==> src/sv/lahm_pkg.sv <==
// Shared types and codes for the level alarm hysteresis monitor.
// No dependencies; every other file of the block imports this package.
`timescale 1ns / 1ps

package lahm_pkg;

  // Default sample width (Q16.16)
  localparam int unsigned VALUE_WIDTH_DEF = 32;
  localparam int unsigned HYST_W          = 31;
  localparam int unsigned SEV_W           = 2;
  localparam int unsigned STA_W           = 3;
  localparam int unsigned LVL_SEVS_W      = 8;
  localparam int unsigned NUM_LEVELS      = 4;
  localparam int unsigned CFG_IDX_W       = 3;

  // Severity codes
  localparam logic [SEV_W-1:0] SEV_NONE    = 2'd0;
  localparam logic [SEV_W-1:0] SEV_MINOR   = 2'd1;
  localparam logic [SEV_W-1:0] SEV_MAJOR   = 2'd2;
  localparam logic [SEV_W-1:0] SEV_INVALID = 2'd3;

  // Status codes; the level codes follow the check order hihi, lolo, high, low
  localparam logic [STA_W-1:0] STA_NONE     = 3'd0;
  localparam logic [STA_W-1:0] STA_HIHI     = 3'd1;
  localparam logic [STA_W-1:0] STA_LOLO     = 3'd2;
  localparam logic [STA_W-1:0] STA_HIGH     = 3'd3;
  localparam logic [STA_W-1:0] STA_LOW      = 3'd4;
  localparam logic [STA_W-1:0] STA_UNDEF    = 3'd5;
  localparam logic [STA_W-1:0] STA_EXTERNAL = 3'd6;

  // Configuration register indexes
  localparam logic [CFG_IDX_W-1:0] CFG_MAJOR_HIGH = 3'd0;
  localparam logic [CFG_IDX_W-1:0] CFG_MINOR_HIGH = 3'd1;
  localparam logic [CFG_IDX_W-1:0] CFG_MINOR_LOW  = 3'd2;
  localparam logic [CFG_IDX_W-1:0] CFG_MAJOR_LOW  = 3'd3;
  localparam logic [CFG_IDX_W-1:0] CFG_HYSTERESIS = 3'd4;
  localparam logic [CFG_IDX_W-1:0] CFG_LEVEL_SEVS = 3'd5;
  localparam logic [CFG_IDX_W-1:0] CFG_VALUE_DB   = 3'd6;
  localparam logic [CFG_IDX_W-1:0] CFG_ARCHIVE_DB = 3'd7;

  // Alarm part of one result beat
  typedef struct packed {
    logic [STA_W-1:0] status;
    logic [SEV_W-1:0] severity;
    logic             alarm_event;
  } alarm_res_t;

endpackage

==> src/sv/lahm_cfg.sv <==
// Configuration register file of the level alarm monitor.
// Depends on lahm_pkg for register indexes and widths.
`timescale 1ns / 1ps

module lahm_cfg import lahm_pkg::*; #(
  parameter int unsigned VW = VALUE_WIDTH_DEF,
  parameter int unsigned CW = (VW > HYST_W) ? VW : HYST_W
) (
  input  logic                   clk_i,
  input  logic                   rst_ni,
  input  logic                   cfg_we_i,
  input  logic [CFG_IDX_W-1:0]   cfg_idx_i,
  input  logic [CW-1:0]          cfg_data_i,
  output logic signed [VW-1:0]   major_high_o,
  output logic signed [VW-1:0]   minor_high_o,
  output logic signed [VW-1:0]   minor_low_o,
  output logic signed [VW-1:0]   major_low_o,
  output logic [HYST_W-1:0]      hyst_o,
  output logic [LVL_SEVS_W-1:0]  lvl_sevs_o,
  output logic signed [VW-1:0]   value_db_o,
  output logic signed [VW-1:0]   archive_db_o
);

  logic signed [VW-1:0]  major_high_q, minor_high_q, minor_low_q, major_low_q;
  logic signed [VW-1:0]  value_db_q, archive_db_q;
  logic [HYST_W-1:0]     hyst_q;
  logic [LVL_SEVS_W-1:0] lvl_sevs_q;

  // Write one register per enabled cycle
  always_ff @(posedge clk_i or negedge rst_ni) begin
    if (!rst_ni) begin
      major_high_q <= '0;
      minor_high_q <= '0;
      minor_low_q  <= '0;
      major_low_q  <= '0;
      hyst_q       <= '0;
      lvl_sevs_q   <= '0;
      value_db_q   <= '0;
      archive_db_q <= '0;
    end else if (cfg_we_i) begin
      case (cfg_idx_i)
        CFG_MAJOR_HIGH: major_high_q <= cfg_data_i[VW-1:0];
        CFG_MINOR_HIGH: minor_high_q <= cfg_data_i[VW-1:0];
        CFG_MINOR_LOW:  minor_low_q  <= cfg_data_i[VW-1:0];
        CFG_MAJOR_LOW:  major_low_q  <= cfg_data_i[VW-1:0];
        CFG_HYSTERESIS: hyst_q       <= cfg_data_i[HYST_W-1:0];
        CFG_LEVEL_SEVS: lvl_sevs_q   <= cfg_data_i[LVL_SEVS_W-1:0];
        CFG_VALUE_DB:   value_db_q   <= cfg_data_i[VW-1:0];
        CFG_ARCHIVE_DB: archive_db_q <= cfg_data_i[VW-1:0];
        default: ;
      endcase
    end
  end

  assign major_high_o = major_high_q;
  assign minor_high_o = minor_high_q;
  assign minor_low_o  = minor_low_q;
  assign major_low_o  = major_low_q;
  assign hyst_o       = hyst_q;
  assign lvl_sevs_o   = lvl_sevs_q;
  assign value_db_o   = value_db_q;
  assign archive_db_o = archive_db_q;

endmodule

==> config.mk <==
export PLATFORM = sky130hd
export DESIGN_NAME = lahm_cfg
export DESIGN_NICKNAME = d
export VERILOG_FILES = /design/src/sv/lahm_pkg.sv /design/src/sv/lahm_cfg.sv
export SDC_FILE = /design/constraint.sdc
export NUM_CORES = 1
export LEC_CHECK = 0
export BUFFER_PORTS_ARGS = -buffer_cell sky130_fd_sc_hd__buf_2
export CAP_MARGIN = 15
export CORE_UTILIZATION = 55
export DETAILED_ROUTE_END_ITERATION = 10
export PLACE_DENSITY = 0.93
export SETUP_SLACK_MARGIN = 0.05
export SYNTH_ARGS = -nofsm -noshare
export SYNTH_HDL_FRONTEND = slang
export SYNTH_SLANG_ARGS = --single-unit
==> constraint.sdc <==
create_clock -name clk_i -period 2 [get_ports clk_i]
set_clock_uncertainty 0.2 [all_clocks]
set_input_delay 0.3 -clock clk_i [delete_from_list [all_inputs] [get_ports clk_i]]
set_output_delay 0.3 -clock clk_i [all_outputs]
set_load 0.01 [all_outputs]
Word-level counts from Yosys, hierarchy flattened
Index checks and enable logic that the tools add are counted.
{"block": "word_totals", "in_bits": 38, "output_inout_bits": 231, "wordCells": 24, "reg_bits": 231}
{"block": "op_classes", "reduce_logical": 9, "n_eq_ne": 7}
{"cell": "$reduce_and 2->1", "count": 8}
{"cell": "$eq 3x3->1 const B", "count": 4}
{"cell": "$eq 3x2->1 const B", "count": 2}
{"cell": "$eq 3x1->1 const B", "count": 1}
{"cell": "$logic_not 3->1", "count": 1}

Depth between registers and ports, before layout
{"block": "depth", "depth_word": 2, "ltp_mapped": 5, "ltp_nobuf": 2}

Least setup slack after synthesis
No wires, ideal clock.
{"block": "synth_path", "kind": "input to register", "startpoint": "input port cfg_idx_i[1]", "endpoint": "register major_high_q[10] (netlist: major_high_o[10])", "setup_ns": 0.125, "path_buffers": 2, "path_stages": 4, "t_required_ns": 1.675, "arrival_time_ns": 1.355, "path_slack_ns": 0.320, "path_cell_list": "buf_4 nor4b_4 buf_6 mux2_2"}
{"block": "synth_between", "elab_chain_len": 2}
{"item": "start, declared", "line": "lahm_cfg.sv:12", "rtl": "input logic [CFG_IDX_W-1:0] cfg_idx_i,"}
{"item": "$logic_not 3->1", "line": "lahm_cfg.sv:41", "rtl": "case (cfg_idx_i)"}
{"item": "$reduce_and 2->1 (no line)"}
{"item": "end signal, assigned", "line": "lahm_cfg.sv:42", "rtl": "CFG_MAJOR_HIGH: major_high_q <= cfg_data_i[VW-1:0];"}
{"item": "end, declared", "line": "lahm_cfg.sv:24", "rtl": "logic signed [VW-1:0] major_high_q, minor_high_q, minor_low_q, major_low_q;"}
Every way passes these cells.
A chain may end at the register's enable or synchronous reset.

Worst setup path after layout
{"block": "layout_path", "startpoint": "register major_low_q[8] (netlist: major_low_o[8])", "endpoint": "output port major_low_o[8]"}
{"item": "start, declared", "line": "lahm_cfg.sv:24"}
{"item": "start signal, assigned", "line": "lahm_cfg.sv:45", "rtl": "CFG_MAJOR_LOW: major_low_q <= cfg_data_i[VW-1:0];"}
{"item": "end, declared", "line": "lahm_cfg.sv:17", "rtl": "output logic signed [VW-1:0] major_low_o,"}
No word-level cell between the ends.

==> flow_summary.json <==
{
  "fp.dieW_um": 127.8,
  "cts_buffers": 23,
  "yosys_warnings": 0,
  "crit_fanout": 2,
  "grtUsageMet3_pct": 6.594,
  "seq_area_frac_synth_pct": 66.44,
  "netlist_area_sq_um": 8701,
  "synth_simple_gate_area_share_pct": 1.079,
  "cp_num_buf_inv": 1,
  "worstSetupPathType": "flip-flop to output port",
  "max_stage_delay_ns": 0.40,
  "viasPerCell": 5.355,
  "cts-root-buf": "clkbuf_16",
  "synth_largest_area_cell": "dfrtp_1",
  "synth_xor_area_share_pct": 0,
  "synth_top_cell_area_share_pct": 66.44,
  "slowest_stage": "dfrtp_1",
  "path_clk_slew_ns": 0.06,
  "area_growth_pct": 31.85,
  "tightest_slew_ns": 0.5039,
  "tritoncts": "done",
  "place_congestion": 0.7805,
  "pre_cts_slack_ns": 0.2276,
  "io_pins": 269,
  "drive_gt1_share_pct": 66.75,
  "start_kind": "flip-flop",
  "use_met2_pct": 46.32,
  "std_cell_rows": 45,
  "cp_top_family": "flip-flops",
  "synth_most_common_cell": "dfrtp_1",
  "power.density_nw_per_um2": 1201,
  "p_leak_nw": 5.519,
  "hp-class": "input port to async pin",
  "numPortBuffers": 268,
  "async_reset_ff_share_pct": 100.0,
  "crit_path_end_kind": "output port",
  "layout.nets": 855,
  "dp_hpwl_um": 14090,
  "grtUsageTotal_pct": 26.43,
  "cts.sinks": 231,
  "placed_area_sq_um": 10350,
  "die_y_um": 127.8,
  "fin_ws_ns": 0.4516,
  "setup_viol": 0,
  "met1_usage_pct": 30.87,
  "hold_viol": 0,
  "fin_area_sq_um": 11470,
  "holdWs_ns": 0.1710,
  "status": "complete, no violations",
  "drtPass1Iterations": 6,
  "die_area_sq_um": 16330,
  "routed_wl_um": 21410,
  "drcViolationCount": 0,
  "vias": 5591,
  "cts_max_level": 1,
  "wl_per_cell_um": 20.51,
  "synth_area_leaders": "dfrtp_1, mux2_2, buf_6, mux2_4, buf_2",
  "insertion_delay_ns": 0.49,
  "antenna_found_initial": 0,
  "cap_violations": 0,
  "synth-main-ff-cell": "dfrtp_1",
  "core_sq_um": 15310,
  "grt_pass1_wl_um": 33270,
  "ys_ff_latch": 231,
  "fin_util_pct": 74.91,
  "avgSynthCellArea_sq_um": 17.51,
  "cp.arrival_ns": 1.05,
  "drv_slew": 0,
  "synth_top_family_by_area": "multiplexers",
  "max_slew_margin_pct": 66.23,
  "synth_fa_ha_area_share_pct": 0,
  "initial_core_util_pct": 56.81,
  "setup_tns_ns": 0,
  "path_cells": "buf_2",
  "drt-initial-drc-count": 152,
  "cp.required_ns": 1.50,
  "synthMuxAreaShare_pct": 30.07,
  "clock.fmax_ghz": 0.6458,
  "grt_overflow": 0,
  "synth_edf_count": 0,
  "synth_compound_area_share_pct": 0,
  "n_antenna_cell": 0,
  "yosysUniqueCellTypes": 12,
  "post-cts-setup-buffers": 0,
  "rsz0062_at_grt": "no",
  "finalCriticalPeriod_ns": 1.548,
  "synthCells": 497,
  "grt_pass1_vias": 6170,
  "ys_top_cells_by_count": "dfrtp_1, mux2_2, buf_2, buf_6, buf_4",
  "top_usage_layer": "met2",
  "timing.final.crit_share_pct": 77.42,
  "ant_nets": 0,
  "syn_nets": 535,
  "grt_max_degree": 68,
  "peakVddDrop_mv": 0.9220,
  "clk_path_buf_depth": 3
}
## metrics by stage
| stage | instances | power (mW) |
|---|---|---|
| 4_1_cts | 1044 | 13.85 |
| 5_1_grt | 1044 | 14.34 |
| 3_3_place_gp | 970 | 9.161 |
| 6_report | 1044 | 13.77 |
| 3_5_place_dp | 970 | 9.351 |
| 2_1_floorplan | 497 | 7.758 |
## state kept, by name, indices dropped and copies added, names as in the netlist
register / flops
value_db_o: 32
major_low_o: 32
archive_db_o: 32
major_high_o: 32
minor_high_o: 32
lvl_sevs_o: 8
minor_low_o: 32
hyst_o: 31
## what timing repair did
item                                   4_1_cts  5_1_grt
gates resized for setup                      0        0
setup endpoints to repair                    0        0
endpoints found under the hold margin      415        0
hold buffers                                33        0
## kinds of logic (layout without fill, tap and decap cells)
family        after synthesis  after routing
buf+inv                    27            363
simple gates                8              8
flops                     231            231
mux                       231            231
## power breakdown
group	internal, mW	switching (mW)	total [mW]
Sequential	5.71	0.558	6.26
Clock	2.70	1.71	4.41
Combinational	1.57	1.53	3.10
Total	9.98	3.80	13.8
## worst paths after layout
path / slack [ns] / startpoint / endpoint / depth (start not counted)
worst max-delay path: 0.45 / major_low_o[8] / major_low_o[8] / 1
min in group clk_i: 0.29 / cfg_idx_i[2] / major_high_o[21] / 4
worst min-delay path: 0.17 / rst_ni / value_db_o[8] / 2
worst max register to register: 0.97 / major_low_o[8] / major_low_o[8] / 1
worst min register to register: 0.29 / major_high_o[21] / major_high_o[21] / 1
max in group asynchronous: 0.78 / rst_ni / major_high_o[20] / 3
## layer usage
layer	up-vias	wire length, um
met1	2871	8221
met2	233	11000
met3	65	1396
li1	2422	-
met5	-	0
met4	0	791
## final cells by class
cell class	instances	area, sq um
clock buffer	37	718.2
clock inverter	4	72.57
fill	907	3842
multi-input combinational	239	2710
sequential	231	5781
tap	211	264.0
timing repair buffer	322	1927
## cell usage in the layout (no fill, tap or decap), types with 4 or more instances in the layout
| cell | Yosys | layout |
|---|---|---|
| buf_12 | 0 | 7 |
| buf_2 | 10 | 267 |
| buf_4 | 5 | 14 |
| clkbuf_1 | 0 | 5 |
| clkbuf_16 | 0 | 23 |
| clkbuf_8 | 0 | 9 |
| dfrtp_1 | 231 | 231 |
| dlygate4sd3_1 | 0 | 33 |
| mux2_1 | 4 | 4 |
| mux2_2 | 223 | 223 |
| mux2_4 | 4 | 4 |
Power figures use the tool's default switching activity.
