File: src/sv/lahm_pkg.sv
// Shared types and codes for the level alarm hysteresis monitor.
// No dependencies; every other file of the block imports this package.
`timescale 1ns / 1ps

package lahm_pkg;

  // Default sample width (Q16.16)
  localparam int unsigned VALUE_WIDTH_DEF = 32;
  localparam int unsigned HYST_W          = 31;
  localparam int unsigned SEV_W           = 2;
  localparam int unsigned STA_W           = 3;
  localparam int unsigned LVL_SEVS_W      = 8;
  localparam int unsigned NUM_LEVELS      = 4;
  localparam int unsigned CFG_IDX_W       = 3;

  // Severity codes
  localparam logic [SEV_W-1:0] SEV_NONE    = 2'd0;
  localparam logic [SEV_W-1:0] SEV_MINOR   = 2'd1;
  localparam logic [SEV_W-1:0] SEV_MAJOR   = 2'd2;
  localparam logic [SEV_W-1:0] SEV_INVALID = 2'd3;

  // Status codes; the level codes follow the check order hihi, lolo, high, low
  localparam logic [STA_W-1:0] STA_NONE     = 3'd0;
  localparam logic [STA_W-1:0] STA_HIHI     = 3'd1;
  localparam logic [STA_W-1:0] STA_LOLO     = 3'd2;
  localparam logic [STA_W-1:0] STA_HIGH     = 3'd3;
  localparam logic [STA_W-1:0] STA_LOW      = 3'd4;
  localparam logic [STA_W-1:0] STA_UNDEF    = 3'd5;
  localparam logic [STA_W-1:0] STA_EXTERNAL = 3'd6;

  // Configuration register indexes
  localparam logic [CFG_IDX_W-1:0] CFG_MAJOR_HIGH = 3'd0;
  localparam logic [CFG_IDX_W-1:0] CFG_MINOR_HIGH = 3'd1;
  localparam logic [CFG_IDX_W-1:0] CFG_MINOR_LOW  = 3'd2;
  localparam logic [CFG_IDX_W-1:0] CFG_MAJOR_LOW  = 3'd3;
  localparam logic [CFG_IDX_W-1:0] CFG_HYSTERESIS = 3'd4;
  localparam logic [CFG_IDX_W-1:0] CFG_LEVEL_SEVS = 3'd5;
  localparam logic [CFG_IDX_W-1:0] CFG_VALUE_DB   = 3'd6;
  localparam logic [CFG_IDX_W-1:0] CFG_ARCHIVE_DB = 3'd7;

  // Alarm part of one result beat
  typedef struct packed {
    logic [STA_W-1:0] status;
    logic [SEV_W-1:0] severity;
    logic             alarm_event;
  } alarm_res_t;

endpackage

File: src/sv/lahm_alarm.sv
// Four-level alarm check with hysteresis, plus alarm-change detection.
// Holds the last alarm level and previous status/severity; depends on lahm_pkg.
`timescale 1ns / 1ps

module lahm_alarm import lahm_pkg::*; #(
  parameter int unsigned VW = VALUE_WIDTH_DEF
) (
  input  logic                  clk_i,
  input  logic                  rst_ni,
  input  logic                  adv_i,
  input  logic signed [VW-1:0]  sample_i,
  input  logic                  undef_i,
  input  logic [SEV_W-1:0]      pend_sev_i,
  input  logic [STA_W-1:0]      pend_sta_i,
  input  logic signed [VW-1:0]  major_high_i,
  input  logic signed [VW-1:0]  minor_high_i,
  input  logic signed [VW-1:0]  minor_low_i,
  input  logic signed [VW-1:0]  major_low_i,
  input  logic [HYST_W-1:0]     hyst_i,
  input  logic [LVL_SEVS_W-1:0] lvl_sevs_i,
  output alarm_res_t            res_o
);

  // Wide enough that limit +/- hysteresis never wraps
  localparam int unsigned EW = ((VW > HYST_W) ? VW : HYST_W) + 2;

  logic signed [VW-1:0] last_lvl_q, last_lvl_d;
  logic [SEV_W-1:0]     prev_sev_q;
  logic [STA_W-1:0]     prev_sta_q;

  logic signed [VW-1:0] lim [NUM_LEVELS];
  logic                 up  [NUM_LEVELS];
  logic [NUM_LEVELS-1:0] match;
  logic signed [EW-1:0] val_x, hyst_x;
  logic signed [EW-1:0] lim_x [NUM_LEVELS];
  logic signed [EW-1:0] bnd_x [NUM_LEVELS];

  logic                 hit;
  logic signed [VW-1:0] hit_lim;
  logic [SEV_W-1:0]     hit_sev;
  logic [STA_W-1:0]     hit_sta;
  logic [SEV_W-1:0]     sev;
  logic [STA_W-1:0]     sta;

  // Levels in check order: hihi, lolo, high, low
  assign lim[0] = major_high_i;
  assign lim[1] = major_low_i;
  assign lim[2] = minor_high_i;
  assign lim[3] = minor_low_i;
  assign up[0]  = 1'b1;
  assign up[1]  = 1'b0;
  assign up[2]  = 1'b1;
  assign up[3]  = 1'b0;

  assign val_x  = {{(EW-VW){sample_i[VW-1]}}, sample_i};
  assign hyst_x = {{(EW-HYST_W){1'b0}}, hyst_i};

  // Compare the sample against every level in parallel
  always_comb begin
    for (int i = 0; i < NUM_LEVELS; i++) begin
      lim_x[i] = {{(EW-VW){lim[i][VW-1]}}, lim[i]};
      bnd_x[i] = up[i] ? (lim_x[i] - hyst_x) : (lim_x[i] + hyst_x);
      if (up[i]) begin
        match[i] = (lvl_sevs_i[2*i +: SEV_W] != SEV_NONE) &&
                   ((val_x >= lim_x[i]) || ((last_lvl_q == lim[i]) && (val_x >= bnd_x[i])));
      end else begin
        match[i] = (lvl_sevs_i[2*i +: SEV_W] != SEV_NONE) &&
                   ((val_x <= lim_x[i]) || ((last_lvl_q == lim[i]) && (val_x <= bnd_x[i])));
      end
    end
  end

  // Pick the first matching level
  always_comb begin
    hit     = 1'b0;
    hit_lim = '0;
    hit_sev = SEV_NONE;
    hit_sta = STA_NONE;
    for (int i = NUM_LEVELS - 1; i >= 0; i--) begin
      if (match[i]) begin
        hit     = 1'b1;
        hit_lim = lim[i];
        hit_sev = lvl_sevs_i[2*i +: SEV_W];
        hit_sta = STA_W'(i + 1);
      end
    end
  end

  // Resolve final status/severity and the next last alarm level
  always_comb begin
    sev        = pend_sev_i;
    sta        = pend_sta_i;
    last_lvl_d = last_lvl_q;
    if (undef_i) begin
      if (pend_sev_i != SEV_INVALID) begin
        sev = SEV_INVALID;
        sta = STA_UNDEF;
      end
    end else if (hit) begin
      if (hit_sev > pend_sev_i) begin
        sev        = hit_sev;
        sta        = hit_sta;
        last_lvl_d = hit_lim;
      end
    end else begin
      last_lvl_d = sample_i;
    end
  end

  assign res_o.status      = sta;
  assign res_o.severity    = sev;
  assign res_o.alarm_event = (sev != prev_sev_q) || (sta != prev_sta_q);

  // Commit state when the beat moves to the result stage
  always_ff @(posedge clk_i or negedge rst_ni) begin
    if (!rst_ni) begin
      last_lvl_q <= '0;
      prev_sev_q <= SEV_NONE;
      prev_sta_q <= STA_NONE;
    end else if (adv_i) begin
      last_lvl_q <= last_lvl_d;
      prev_sev_q <= sev;
      prev_sta_q <= sta;
    end
  end

endmodule

File: config.mk
export PLATFORM = sky130hd
export DESIGN_NAME = lahm_alarm
export DESIGN_NICKNAME = d
export VERILOG_FILES = /design/src/sv/lahm_pkg.sv /design/src/sv/lahm_alarm.sv
export SDC_FILE = /design/constraint.sdc
export NUM_CORES = 1
export LEC_CHECK = 0
export BUFFER_PORTS_ARGS = -buffer_cell sky130_fd_sc_hd__buf_2
export CAP_MARGIN = 15
export CORE_MARGIN = 4
export CORE_UTILIZATION = 61
export CTS_CLUSTER_DIAMETER = 150
export CTS_CLUSTER_SIZE = 14
export DETAILED_ROUTE_END_ITERATION = 8
export GPL_TIMING_DRIVEN = 0
export HOLD_SLACK_MARGIN = 0.03
export PLACE_DENSITY = 0.84
export RECOVER_POWER = 25
export SETUP_SLACK_MARGIN = 0.15
export SYNTH_ARGS = -nofsm -noshare
export SYNTH_HDL_FRONTEND = slang
export SYNTH_SLANG_ARGS = --single-unit
File: constraint.sdc
create_clock -name clk_i -period 11 [get_ports clk_i]
set_clock_uncertainty 0.05 [all_clocks]
set_input_delay 1.1 -clock clk_i [delete_from_list [all_inputs] [get_ports clk_i]]
set_output_delay 1.1 -clock clk_i [all_outputs]
set_load 0.005 [all_outputs]
* Word-level counts from Yosys, hierarchy flattened
Index checks and enable logic that the tools add are counted.
Word-level totals: ROM bits 0, output and inout port bits 6, memories kept 0, logic and storage cells 69, memory bits (writable) 0, bits in latches 0, register bits 37
Operators by class: reduce and logical (&&, ||, !) cells 18, multiplexer cells 26, multipliers 0, shift operators 0, eq/ne operators 8, $lt $le $gt $ge 9, div/mod/pow operators 0, bitwise gates (word level) 1, $add $sub $neg 4
Operators by type and width (count):
- $mux 32 | 6
- $eq 32x32->1 | 4
- $add 32x32->33 | 2
- $ge 32x33->1 | 2
- $le 32x33->1 | 2
- $sub 32x32->33 | 2
- $ge 32x32->1 | 2
- $le 32x32->1 | 2
- $mux 3 | 8
- $mux 2 | 8
- $logic_and 1x1->1 | 8
- $reduce_bool 2->1 | 4
- $logic_or 1x1->1 | 5
- $mux 1 | 4
- $ne 3x3->1 | 1
- $reduce_and 3->1 | 1
- $gt 2x2->1 | 1
- $ne 2x1->1 const B | 1
- $ne 2x2->1 | 1
- $ne 2x2->1 const B | 1
- $not 1->1 | 1

* Longest topological paths before layout
depth after elaboration 15, gate-level depth with buffers 37, depth with buffers taken out 37

* Worst setup path after synthesis
OpenSTA, ideal clock, no wires.
path kind input -> output, start point input major_low_i[0], end point output res_o[0] (netlist name), data arrival time 8.208 ns, buffers on the path 1, required time 9.850 ns, slack 1.642 ns, cell stages on the path 34, path through ha_1 > fa_1 > a21o_1 > a21oi_1 > o21ai_0 > a41oi_1 > o21ai_0 > o21ai_0 > o21ai_0 > and4_1 > a2111oi_0 > o21ai_0 > xnor2_1 > ha_1 > nand4_1 > nor4_1 > nand3_1 > o311ai_0 > nor2b_1 > clkbuf_1 > nor2_1 > a211o_1 > nand2_1 > ha_1 > nor2b_1 > o21ai_1 > inv_1 > nand2_1 > nor2_1 > a21oi_1 > o211ai_1 > and3_1 > a311oi_1 > nand4_1
RTL lines:
- from (decl) | line lahm_alarm.sv:18 | input logic signed [VW-1:0] major_low_i,
- to (decl) | line lahm_alarm.sv:21 | output alarm_res_t res_o

==> impl_metrics.py <==
metrics = {
    "yosys": {
        "net_count_of_the_mapped_netlist": 2762,
        "synthArstFlopShare": 1.00,
        "synth_flop_cell": "sky130_fd_sc_hd__dfrtp_1",
        "yosysTopAreaCell": "sky130_fd_sc_hd__ha_1",
        "netlist.area_leader.share": 0.296,
        "synth_sequential_area_ratio": 0.0566,
        "synth_warnings": 0,
        "ys_top_cells_by_area": "sky130_fd_sc_hd__ha_1 30%, sky130_fd_sc_hd__xnor2_1 8.4%, sky130_fd_sc_hd__a21oi_1 6.7%",
        "synthesis.area_um2": 16300,
        "synthesis.area_per_instance_um2": 7.56,
        "synthesis.instances": 2163,
        "synth_cell_types": 74,
        "yosys_register_bits": 37,
        "synth_edf_count": 0,
    },
    "timing": {
        "setup_ws_ns": 0.429,
        "final-max-slew-violation-count": 38,
        "timing.max_slew.rel_slack": -0.771,
        "worst_pin_slew_ns": 2.66,
        "report.final.hold_viol_count": 0,
        "rsz0062_at_grt": "no",
        "finalWorstPathRequiredPeriod_ns": 10.57,
        "final.period_utilization": 0.961,
        "final-setup-viol-count": 0,
        "fmaxAchievable_mhz": 94.6,
    },
    "critical_path": {
        "worst-path-max-fanout": 10,
        "crit_path_end": "res_o[0]",
        "capturing_element_type_of_the_critical_path": "output port",
        "worstPathArrival_ns": 9.42,
        "rrSetupSlack_ns": 5.82,
        "critical_path_class": "input pin to output port",
        "worst_path_max_delay_cell": "sky130_fd_sc_hd__a2111oi_4",
        "regToRegEndpoint": "last_lvl_q[23]",
        "timing.critical_path.required_ns": 9.85,
        "worstRegToRegCells": 19,
        "regToRegStartpoint": "last_lvl_q[28]",
        "timing.critical_path.from": "major_low_i[0]",
        "worstSetupStartpointType": "input pin",
        "cpPeakStageDelay_ns": 0.43,
    },
    "clock_tree": {
        "clock_slew_at_the_register_clock_pins_of_the_worst_setup_and_hold_paths_ns": 0.06,
        "clk_latency_ns": 0.30,
        "cts_tree": "yes",
        "cell_at_the_root_of_the_clock_tree": "sky130_fd_sc_hd__clkbuf_16",
        "ctsHtreeMaxLevel": 2,
        "cts_sinks": 37,
        "max-clock-path-buffers": 2,
        "cts-buffers-inserted": 5,
    },
    "die": {
        "design.portCount": 214,
        "fp.dieW_um": 172,
        "placeableCoreArea_um2": 26200,
        "floorplan.initialDensity": 0.624,
        "die_y_um": 172,
        "rows": 59,
        "fp.dieArea_um2": 29500,
    },
    "drt": {
        "avgViaCountPerCell": 6.84,
        "routed_wl_um": 68100,
        "detailroute.via_count": 18600,
        "antenna_violating_nets_post_route": 0,
        "drt_first_pass_iters": 6,
        "routedWlPerCell_um": 25.0,
        "drc": 0,
        "initialDrtViolationCount": 1983,
    },
    "placed_design": {
        "numPortBuffers": 212,
        "dpl_cell_area_um2": 17800,
        "gpl.final_weighted_congestion": 1.07,
        "hpwlAfterDp_um": 56900,
        "place_ws_ns": -2.02,
    },
    "final_layout": {
        "final.fill_count": 2314,
        "syn_to_final_growth_pct": 11.7,
        "nNetsFinal": 2986,
        "mostFrequentLayoutCell": "sky130_fd_sc_hd__ha_1",
        "number_of_diodes": 0,
        "layout.cells.most_common_list": "387 x sky130_fd_sc_hd__ha_1, 229 x sky130_fd_sc_hd__buf_2, 216 x sky130_fd_sc_hd__a21oi_1, 215 x sky130_fd_sc_hd__inv_1, 157 x sky130_fd_sc_hd__xnor2_1",
        "postLayoutCellArea_um2": 18300,
        "layout-drive-gt1-share": 0.130,
    },
    "global_routing": {
        "first_global_vias": 17500,
        "grt_overflow": 0,
        "number_of_antenna_violations_at_the_first_check_in_global_routing": 2,
        "grt_start_max_net_pins": 38,
        "grt_pass1_wl_um": 99600,
        "track_usage": 0.440,
    },
    "hold_path": {
        "hp-class": "register to register",
        "min_from": "prev_sev_q[0]",
    },
    "run": {
        "timing.max_cap.violations": 1,
    },
    "power": {
        "largest_voltage_drop_on_the_vdd_net_mv": 0.0743,
        "powerDensity_nw_per_um2": 114,
        "cellLeakagePower_nw": 9.00,
    },
    "status": {
        "failed_checks": "capacitance limit, slew limit",
        "outcome": "complete, but fails checks",
    },
}
==> sequential cells by signal, summed over array words and instances (netlist names) <==
| signal | cells |
|---|---|
| prev_sev_q | 2 |
| last_lvl_q | 32 |
| prev_sta_q | 3 |
==> stage by stage <==
stage                     setup TNS, ns  hold slack [ns]  total power, mW  utilization  std cells
final                                 0            0.458             2.08        0.697       2723
after global routing                  0            0.499             2.20        0.697       2723
after CTS                             0            0.463             1.99        0.691       2718
after detailed placement         -30.44            0.448             1.78        0.680       2710
after global placement           -30.36            0.445             1.73        0.680       2710
after floorplan                       0            0.431             1.29            -       2163
==> cells by family after synthesis <==
logic type | count (synthesis) | synth area share
AO/OA/AOI/OAI | 680 | 0.280
XOR/XNOR | 243 | 0.130
buffers and inverters | 282 | 0.0675
multiplexers | 9 | 0.00597
AND/OR/NAND/NOR | 521 | 0.159
flip-flops | 37 | 0.0566
adder cells (fa/ha/maj) | 391 | 0.301
==> Yosys cell counts (45+ instances only) <==
master	number
sky130_fd_sc_hd__a21o_1	62
sky130_fd_sc_hd__a21oi_1	220
sky130_fd_sc_hd__a221oi_1	54
sky130_fd_sc_hd__clkbuf_1	45
sky130_fd_sc_hd__ha_1	387
sky130_fd_sc_hd__inv_1	215
sky130_fd_sc_hd__nand2_1	113
sky130_fd_sc_hd__nand4_1	80
sky130_fd_sc_hd__nor2_1	132
sky130_fd_sc_hd__o21ai_0	103
sky130_fd_sc_hd__xnor2_1	157
sky130_fd_sc_hd__xor2_1	86
==> worst min path at each step <==
stage,slack [ns],depth (start not counted),to
6_report,0.46,1,prev_sev_q[0]
2_1_floorplan,0.43,1,prev_sev_q[0]
3_5_place_dp,0.45,1,prev_sev_q[0]
5_1_grt,0.50,1,prev_sev_q[0]
4_1_cts,0.46,1,prev_sev_q[0]
3_3_place_gp,0.44,1,prev_sev_q[0]
==> worst max-delay path: cells and delay by family <==
kind	cells	cell delay (ns)
AOI/OAI and AO/OA	15	4.10
xor gates and xnor gates	1	0.17
adders and majority gates	4	1.21
buffers and inverters	4	0.66
and+or+nand+nor	12	2.16
==> metal layers <==
metal / global-route usage / up-vias / routed length, um
met5: 0 / - / 17
met3: 0.108 / 300 / 8450
met1: 0.555 / 8601 / 25900
li1: - / 8486 / -
met4: 0.282 / 2 / 5450
met2: 0.667 / 1247 / 28300
==> power breakdown <==
group / leakage, nW / switching, mW / internal (mW)
Sequential: 0.411 / 0.0194 / 0.195
Clock: 0.0938 / 0.0730 / 0.130
Combinational: 8.49 / 1.02 / 0.640
Total: 9.00 / 1.11 / 0.965
==> final cells by class <==
cell class | instances | area [um^2] | area share
Multi-Input combinational cell | 1844 | 14500 | 0.795
Timing Repair Buffer | 217 | 1100 | 0.0601
Sequential cell | 37 | 926 | 0.0507
Inverter | 215 | 807 | 0.0442
Tap cell | 335 | 419 | 0.0229
Buffer | 67 | 300 | 0.0164
Clock buffer | 5 | 125 | 0.00685
Clock inverter | 3 | 65.1 | 0.00356
==> what timing repair did <==
item	CTS	global route
endpoints found under the hold margin	0	0
hold buffers	0	0
buffers inserted	0	5
setup endpoints to repair	41	2
resized for setup	23	24
pin swaps	0	7
No activity file was read; power rests on OpenSTA's default activity.
