## src/sv/lahm_pkg.sv

```systemverilog
// Shared types and codes for the level alarm hysteresis monitor.
// No dependencies; every other file of the block imports this package.
`timescale 1ns / 1ps

package lahm_pkg;

  // Default sample width (Q16.16)
  localparam int unsigned VALUE_WIDTH_DEF = 32;
  localparam int unsigned HYST_W          = 31;
  localparam int unsigned SEV_W           = 2;
  localparam int unsigned STA_W           = 3;
  localparam int unsigned LVL_SEVS_W      = 8;
  localparam int unsigned NUM_LEVELS      = 4;
  localparam int unsigned CFG_IDX_W       = 3;

  // Severity codes
  localparam logic [SEV_W-1:0] SEV_NONE    = 2'd0;
  localparam logic [SEV_W-1:0] SEV_MINOR   = 2'd1;
  localparam logic [SEV_W-1:0] SEV_MAJOR   = 2'd2;
  localparam logic [SEV_W-1:0] SEV_INVALID = 2'd3;

  // Status codes; the level codes follow the check order hihi, lolo, high, low
  localparam logic [STA_W-1:0] STA_NONE     = 3'd0;
  localparam logic [STA_W-1:0] STA_HIHI     = 3'd1;
  localparam logic [STA_W-1:0] STA_LOLO     = 3'd2;
  localparam logic [STA_W-1:0] STA_HIGH     = 3'd3;
  localparam logic [STA_W-1:0] STA_LOW      = 3'd4;
  localparam logic [STA_W-1:0] STA_UNDEF    = 3'd5;
  localparam logic [STA_W-1:0] STA_EXTERNAL = 3'd6;

  // Configuration register indexes
  localparam logic [CFG_IDX_W-1:0] CFG_MAJOR_HIGH = 3'd0;
  localparam logic [CFG_IDX_W-1:0] CFG_MINOR_HIGH = 3'd1;
  localparam logic [CFG_IDX_W-1:0] CFG_MINOR_LOW  = 3'd2;
  localparam logic [CFG_IDX_W-1:0] CFG_MAJOR_LOW  = 3'd3;
  localparam logic [CFG_IDX_W-1:0] CFG_HYSTERESIS = 3'd4;
  localparam logic [CFG_IDX_W-1:0] CFG_LEVEL_SEVS = 3'd5;
  localparam logic [CFG_IDX_W-1:0] CFG_VALUE_DB   = 3'd6;
  localparam logic [CFG_IDX_W-1:0] CFG_ARCHIVE_DB = 3'd7;

  // Alarm part of one result beat
  typedef struct packed {
    logic [STA_W-1:0] status;
    logic [SEV_W-1:0] severity;
    logic             alarm_event;
  } alarm_res_t;

endpackage

```

## src/sv/lahm_dband.sv

```systemverilog
// Deadband event check against a kept last value.
// Used for both the value and archive events; depends on lahm_pkg.
`timescale 1ns / 1ps

module lahm_dband import lahm_pkg::*; #(
  parameter int unsigned VW = VALUE_WIDTH_DEF
) (
  input  logic                 clk_i,
  input  logic                 rst_ni,
  input  logic                 adv_i,
  input  logic signed [VW-1:0] sample_i,
  input  logic signed [VW-1:0] band_i,
  output logic                 event_o
);

  logic signed [VW-1:0] last_q;
  logic signed [VW:0]   diff;
  logic [VW:0]          mag;

  // Absolute difference, one bit wider so it never wraps
  assign diff = {last_q[VW-1], last_q} - {sample_i[VW-1], sample_i};
  assign mag  = diff[VW] ? (~diff + 1'b1) : diff;

  // A negative band always flags
  assign event_o = band_i[VW-1] || (mag > {1'b0, band_i});

  // Take the sample as the new reference when an event is flagged
  always_ff @(posedge clk_i or negedge rst_ni) begin
    if (!rst_ni) begin
      last_q <= '0;
    end else if (adv_i && event_o) begin
      last_q <= sample_i;
    end
  end

endmodule

```

## config.mk

```make
export PLATFORM = sky130hd
export DESIGN_NAME = lahm_dband
export DESIGN_NICKNAME = d
export VERILOG_FILES = /design/src/sv/lahm_pkg.sv /design/src/sv/lahm_dband.sv
export SDC_FILE = /design/constraint.sdc
export NUM_CORES = 1
export LEC_CHECK = 0
export ABC_AREA = 1
export CORE_AREA = 2 2 166 120
export CTS_BUF_LIST = sky130_fd_sc_hd__clkbuf_8
export CTS_CLUSTER_DIAMETER = 30
export DETAILED_ROUTE_END_ITERATION = 8
export DIE_AREA = 0 0 168 122
export DONT_BUFFER_PORTS = 1
export PLACE_DENSITY = 0.52
export SLEW_MARGIN = 10
export SYNTH_ARGS = -nofsm -noshare
export SYNTH_HDL_FRONTEND = slang
export SYNTH_SLANG_ARGS = --single-unit
```

## constraint.sdc

```tcl
create_clock -name clk_i -period 4.15 [get_ports clk_i]
set_input_delay 0.415 -clock clk_i [delete_from_list [all_inputs] [get_ports clk_i]]
set_output_delay 0.415 -clock clk_i [all_outputs]
set_load 0.01 [all_outputs]
```

### Word-level counts from Yosys, hierarchy flattened

Index checks and enable logic that the tools add are counted.

| cells by class | value |
|---|---|
| bitwise logic cells | 1 |
| reduce and logical (&&, ||, !) cells | 2 |
| magnitude comparators | 1 |
| add/sub/neg operators | 2 |
| mux-type cells | 1 |

Operators by type and width:

| operator | count |
|---|---|
| adder 33 x 1 -> 33 bit, second input constant | 1 |
| greater-than comparator 33 x 32 -> 1 bit | 1 |
| two-way mux 33 bit | 1 |
| inverter 33 bit | 1 |
| subtractor 32 x 32 -> 33 bit | 1 |
| logical AND 1 bit | 1 |
| logical OR 1 bit | 1 |

| storage, ports and cells | value |
|---|---|
| input port bits | 67 |
| register bits | 32 |
| word-level logic and storage cells | 8 |
| output and inout bits | 1 |

### Logic depth before layout (Yosys ltp)

Gate-level depths: netlist (run 1).

| logic depth | value |
|---|---|
| depth after elaboration | 7 |
| gate-level depth with buffers | 42 |
| gate-level depth less buffers | 39 |

### Worst setup path after synthesis (run 1)

No wires, ideal clock.

| timing | value |
|---|---|
| kind | input -> output |
| from | input port sample_i[0] |
| to | output port event_o |
| slack | -155 ps |
| data required time | 3,735 ps |
| data arrival time | 3,890 ps |
| cell stages on the path | 36 |
| path through | ha_1 -> fa_1 -> inv_1 -> nand3_1 -> nand2_1 -> nand2_1 -> nand2_1 -> nand2_1 -> nand2_1 -> nand3_1 -> nand2_1 -> nand2_1 -> nand2_1 -> clkbuf_1 -> inv_1 -> a21oi_1 -> xor2_1 -> inv_1 -> ha_1 -> nand2_1 -> nor2_1 -> nand3b_1 -> nand3_1 -> nand2_1 -> nand2_1 -> nand2_1 -> nand2_1 -> nand2_1 -> nand2_1 -> nand2_1 -> nand2_1 -> nand2_1 -> nand2_1 -> nand2_1 -> nand3_4 -> buf_4 |

| on the way | value |
|---|---|
| word-level cells in the longest chain between the ends | 6 |

Ends and longest elaborated chain:

| element | line | source |
|---|---|---|
| start: declaration | lahm_dband.sv:11 | `input logic signed [VW-1:0] sample_i,` |
| subtractor 32 x 32 -> 33 bit (*) | lahm_dband.sv:21 | `assign diff = {last_q[VW-1], last_q} - {sample_i[VW-1], sample_i};` |
| inverter 33 bit | lahm_dband.sv:22 | `assign mag = diff[VW] ? (~diff + 1'b1) : diff;` |
| adder 33 x 1 -> 33 bit | lahm_dband.sv:22 |  |
| two-way mux 33 bit (*) | lahm_dband.sv:22 |  |
| greater-than comparator 33 x 32 -> 1 bit (*) | lahm_dband.sv:25 | `assign event_o = band_i[VW-1] \|\| (mag > {1'b0, band_i});` |
| logical OR 1 bit (*) | lahm_dband.sv:25 |  |
| end: declaration | lahm_dband.sv:13 | `output logic event_o` |

Every way passes the cells marked *; elsewhere a longest branch is shown, timed or not.

### Final worst setup path (run 1)

| timing | value |
|---|---|
| from | register last_q[0] |
| to | output port event_o |

| on the way | value |
|---|---|
| word-level cells in the longest chain between the ends | 6 |

Ends and longest elaborated chain:

| element | line | source |
|---|---|---|
| start: declaration | lahm_dband.sv:16 | `logic signed [VW-1:0] last_q;` |
| start signal: assignment | lahm_dband.sv:32 | `last_q <= sample_i;` |
| subtractor 32 x 32 -> 33 bit (*) | lahm_dband.sv:21 |  |
| inverter 33 bit | lahm_dband.sv:22 |  |
| adder 33 x 1 -> 33 bit | lahm_dband.sv:22 |  |
| two-way mux 33 bit (*) | lahm_dband.sv:22 |  |
| greater-than comparator 33 x 32 -> 1 bit (*) | lahm_dband.sv:25 |  |
| logical OR 1 bit (*) | lahm_dband.sv:25 |  |

Marks and branches as above.

==> flow_metrics.tcl, run 1 <==
set metrics [dict create \
    clock_sinks 32 \
    hold_path.class "input pin to flop" \
    layout.cells.non_filler 1385 \
    r2r_end "last_q[23]$_DFFE_PN0P_" \
    clock_latency_ps 300 \
    slowest_stage "dfrtp_1" \
    layout_min_cycle_time_ps 4580 \
    crit_type "flop to output port" \
    cpPeakStageDelay_ps 360 \
    die_w_um 168 \
    syn_area_sq_um 5580 \
    r2r_setup_slack_ps -360 \
    top_register "last_q" \
    cp.required_ps 3730 \
    reg2regPathDepth 38 \
    drv_cap 0 \
    critPathCapture "event_o" \
    rows 43 \
    insertedDiodeCount 0 \
    die_h_um 122 \
    grt_pass1_vias 6129 \
    violations "setup timing" \
    place_congestion 0.910 \
    wl_um 18000 \
    clock_path_buffers 2 \
    io_pins 68 \
    initial_utilization_pct 29.2 \
    tightest_slew_ps 399 \
    crit_path_start_kind "flop" \
    avgSynthCellArea_sq_um 5.65 \
    gr-usage-all-layers_pct 18.3 \
    ys_ff_latch 32 \
    layout_setup_ws_ps -427 \
    critPathArrivalTime_ps 4160 \
    wl_per_cell_um 13.0 \
    cts.clk_slew.worst_paths_ps 80 \
    postRouteAntennaNets 0 \
    drtIter0Drc 319 \
    cts_buffers 5 \
    antenna_found_initial 0 \
    synth_fp_nets 1120 \
    synth_top_area_cell "nand2_1" \
    holdPathStages 2 \
    ys_seq_area_share_pct 14.4 \
    viasPerCell 4.52 \
    dpl.hpwl_um 14600 \
    cpMostUsedCell "nand2_1" \
    cts_tree "done" \
    final_core_utilization_pct 40.5 \
    port_buffers 0 \
    grt_pass1_wl_um 30100 \
    rsz0062_at_grt "yes" \
    hold_viol 0 \
    core-area_sq_um 19100 \
    syn2layout_area_growth_pct 38.8 \
    grt_max_degree 34 \
    cp-end-kind "output port" \
    htreeDepth 2 \
    setup_viol 33 \
    dr.pass1.iters 7 \
    dieArea_sq_um 20500 \
    max_freq_ghz 0.218 \
    largest_reg_flops 32 \
    maxSlewHeadroom_pct 73.2 \
    top_regs "last_q x32" \
    grt_overflow 0 \
    fin_skew_ps 12.9 \
    root_buffer "clkbuf_8" \
    finalMaxSlewViolations 0 \
    nets 1271 \
    vias 6260 \
    dp_cells 1354 \
    drive_gt1_share_pct 25.9 \
    synth_warnings 0 \
    synthTopCellsByArea "nand2_1 23%, ha_1 15%, dfrtp_1 14%" \
    netlist_instances 987 \
    final.period_utilization_pct 110 \
    r2r-start "last_q[0]$_DFFE_PN0P_" \
    critPathMaxFanout 4 \
    status "finished, violations left" \
    synth.top_cell.area_share_pct 23.3 \
    drcViolationCount 0 \
    yosysUniqueCellTypes 35 \
    startpoint "last_q[0]$_DFFE_PN0P_" \
]
synth_stat cells:
cell type	n
a211oi_1	1
a21o_1	1
a21oi_1	46
a21oi_2	1
and2_1	2
buf_2	6
buf_4	3
buf_6	4
clkbuf_1	3
dfrtp_1	32
fa_1	1
ha_1	65
inv_1	196
inv_2	7
nand2_1	346
nand2_2	7
nand2_4	1
nand3_1	82
nand3_2	2
nand3_4	1
nand3b_1	7
nand4_1	17
nor2_1	75
nor2_2	6
nor2_4	1
nor3_1	12
nor3b_1	1
o21a_1	1
o21ai_0	22
o21ai_1	1
o21bai_1	4
o31ai_1	1
xnor2_1	5
xnor2_2	1
xor2_1	26
cells by family (layout without fill, tap and decap cells):
logic type | count (synthesis) | in the layout | synth area share [%]
AND/OR/NAND/NOR | 560 | 560 | 42.5
adder cells (fa/ha/maj) | 66 | 66 | 14.9
AO/OA/AOI/OAI | 78 | 78 | 7.43
flip-flops | 32 | 32 | 14.4
buffers and inverters | 219 | 370 | 15.6
XOR/XNOR | 32 | 32 | 5.16
timing repair:
action	4_1_cts	5_1_grt
hold buffers	2	0
gates cloned	2	2
gates resized for setup	44	108
endpoints found under the hold margin	32	0
setup endpoints to repair	33	33
buffers inserted	10	9
pin swaps	23	34
critical path, delay by kind of cell (launching register included):
family / cells / cell delay, ps
xor+xnor: 1 / 180
fa+ha+maj: 3 / 780
compound gates: 1 / 150
flops: 1 / 360
buf+inv: 4 / 290
simple gates: 24 / 2120
through the flow:
step / TNS (ps) / cell area, sq um / worst slack, ps / hold WS [ps]
CTS: -15420 / 7220 / -579 / 238
floorplan: -13.6 / 5590 / -13.6 / 119
finish: -9310 / 7740 / -427 / 246
detailed placement: -19310 / 6830 / -602 / 120
global route: -21350 / 7740 / -792 / 238
global placement: -18840 / 6830 / -583 / 121
cell usage in the layout (no fill, tap or decap), types with 2 or more instances in the layout:
cell type | synthesis | final
xor2_1 | 26 | 26
nor3_1 | 12 | 10
nand3_2 | 2 | 7
a21oi_2 | 1 | 6
nand3_4 | 1 | 4
dfrtp_1 | 32 | 32
nand3b_1 | 7 | 7
buf_4 | 3 | 149
nand2_1 | 346 | 289
o21bai_1 | 4 | 4
buf_6 | 4 | 2
ha_4 | 0 | 8
buf_12 | 0 | 6
clkbuf_8 | 0 | 5
o21ai_1 | 1 | 4
ha_1 | 65 | 56
inv_2 | 7 | 11
xnor2_1 | 5 | 5
nand4_1 | 17 | 17
o21ai_0 | 22 | 15
nor2_2 | 6 | 7
a21oi_1 | 46 | 41
nor2_1 | 75 | 64
o21ai_2 | 0 | 4
nand2_4 | 1 | 20
nand3_1 | 82 | 74
nor2_4 | 1 | 11
inv_1 | 196 | 193
nand2_2 | 7 | 44
layer usage:
layer  wire length, um  GRT usage (%)  vias up
met5                 0              0        -
met3               912           2.89       10
met2              7610           29.6      103
met1              9370           26.5     2798
li1                  -              -     3349
met4               107           1.63        0
area by class of cell:
class,instances,area [sq um]
flip-flops and latches,32,801
clock buffers,5,68.8
well taps,247,309
fillers,2093,11400
repair buffers,160,1320
clock inverters,2,8.76
multi-input cells,736,4470
inverters,203,762
worst min path at each step:
stage / start / to
after global routing: sample_i[16] / last_q[16]$_DFFE_PN0P_
after CTS: sample_i[6] / last_q[6]$_DFFE_PN0P_
after detailed placement: rst_ni / last_q[6]$_DFFE_PN0P_
final: sample_i[6] / last_q[6]$_DFFE_PN0P_
after floorplan: rst_ni / last_q[0]$_DFFE_PN0P_
after global placement: rst_ni / last_q[5]$_DFFE_PN0P_
Power of run 1 is left out: the tool's default activity adds up to more than one toggle a clock period on the data nets, which glitch-free logic cannot reach.
==> inputs of run 2 (changes only) <==
--- a/config.mk
+++ b/config.mk
@@ -13,6 +13,7 @@
 export DIE_AREA = 0 0 168 122
 export DONT_BUFFER_PORTS = 1
 export PLACE_DENSITY = 0.52
+export SETUP_SLACK_MARGIN = 0.15
 export SLEW_MARGIN = 10
 export SYNTH_ARGS = -nofsm -noshare
 export SYNTH_HDL_FRONTEND = slang
==> flow_metrics.tcl, run 2 (same netlist as run 1, synthesis figures left out) <==
set metrics [dict create \
    grt_max_degree 34 \
    status "finished, violations left" \
    critPathArrivalTime_ps 4160 \
    vias 6148 \
    cts_buffers 5 \
    layout_setup_ws_ps -427 \
    violations "setup timing" \
    critPathMaxFanout 4 \
    insertedDiodeCount 0 \
    dr.pass1.iters 5 \
    fin_skew_ps 12.1 \
    core-area_sq_um 19100 \
    initial_utilization_pct 29.2 \
    maxSlewHeadroom_pct 70.9 \
    drive_gt1_share_pct 21.5 \
    grt_pass1_vias 6003 \
    crit_buf_inv 3 \
    crit_type "flop to output port" \
    wl_per_cell_um 12.2 \
    port_buffers 0 \
    met3WireLength_um 762 \
    root_buffer "clkbuf_8" \
    hold_viol 0 \
    cts_tree "done" \
    wl_um 16800 \
    io_pins 68 \
    crit_path_start_kind "flop" \
    drcViolationCount 0 \
    max_freq_ghz 0.218 \
    cpPeakStageDelay_ps 540 \
    layout_common_cells "331 x nand2_1, 193 x inv_1, 146 x buf_4" \
    rsz0062_at_grt "yes" \
    top_register "last_q" \
    layout_min_cycle_time_ps 4580 \
    clock_latency_ps 310 \
    slowest_stage "fa_2" \
    hold_path.class "input pin to flop" \
    place_congestion 0.943 \
    drtIter0Drc 349 \
    final_core_utilization_pct 38.6 \
    min-delay-start "sample_i[28]" \
    wl_met2_um 7330 \
    die_h_um 122 \
    drt-met1-wl_um 8700 \
    cts.clk_slew.worst_paths_ps 80 \
    cpMostUsedCell "nand2_1" \
    dpl.hpwl_um 14100 \
    largest_reg_flops 32 \
    startpoint "last_q[0]$_DFFE_PN0P_" \
    setup_viol 33 \
    layout.cells.non_filler 1376 \
    htreeDepth 2 \
    finalMaxSlewViolations 0 \
    crit_family "simple AND/OR/NAND/NOR gates" \
    nets 1262 \
    die_w_um 168 \
    tightest_slew_ps 433 \
    dp_cells 1352 \
    top_regs "last_q x32" \
    routed.top_layer "met4" \
    rows 43 \
    clock_sinks 32 \
    r2r-start "last_q[0]$_DFFE_PN0P_" \
    drv_cap 0 \
    antenna_found_initial 0 \
    dieArea_sq_um 20500 \
    clock_path_buffers 2 \
    gr-usage-all-layers_pct 16.8 \
    grt_pass1_wl_um 28200 \
    cp-end-kind "output port" \
    final_common_cell "nand2_1" \
    final.period_utilization_pct 110 \
    viasPerCell 4.47 \
    syn2layout_area_growth_pct 32.3 \
    grt_overflow 0 \
    postRouteAntennaNets 0 \
    cp.required_ps 3730 \
]
## run 2: cell types whose count changed in the layout (fill, tap and decap cells not counted), sizes merged
cell    change
clkinv      -1
inv         -1
buf         -9
clkbuf      +2
## run 2: per-stage QoR
step / hold WS (ps) / setup TNS, ps / worst slack, ps / area, sq um
global placement: 121 / -20030 / -617 / 6820
CTS: 233 / -12250 / -528 / 7110
global route: 238 / -20790 / -741 / 7380
finish: 239 / -8580 / -427 / 7380
detailed placement: 121 / -21160 / -663 / 6820
floorplan: 119 / -13.6 / -13.6 / 5600
## run 2: layout make-up
type / instances / area [sq um]
fill: 2149 / 11700
multi-input combinational: 736 / 4220
timing repair buffer: 151 / 1190
sequential: 32 / 801
inverter: 203 / 762
tap: 247 / 309
clock buffer: 7 / 96.3
## run 2: repair_timing
item | in CTS | in global routing
gates resized for setup | 29 | 49
hold buffers | 2 | 0
cloned | 0 | 1
buffers inserted | 9 | 5
pin swaps | 22 | 31
setup endpoints to repair | 33 | 33
endpoints found under the hold margin | 32 | 0
## run 2: worst paths after layout
| kind | to | slack [ps] | depth (start not counted) |
|---|---|---|---|
| hold reg to reg | last_q[18]$_DFFE_PN0P_ | 480 | 2 |
| hold / removal | last_q[28]$_DFFE_PN0P_ | 240 | 2 |
| setup reg to reg | last_q[6]$_DFFE_PN0P_ | -270 | 32 |
| setup / recovery | event_o | -430 | 29 |
| max in group asynchronous | last_q[25]$_DFFE_PN0P_ | 3400 | 2 |
| min in group asynchronous | last_q[2]$_DFFE_PN0P_ | 560 | 2 |
## run 2: metal layers
metal	vias up	GRT usage, %
met4	0	1.36
met5	-	0
li1	3325	-
met3	8	2.70
met2	102	28.4
met1	2713	23.4
Power of run 2 is left out for the same reason.
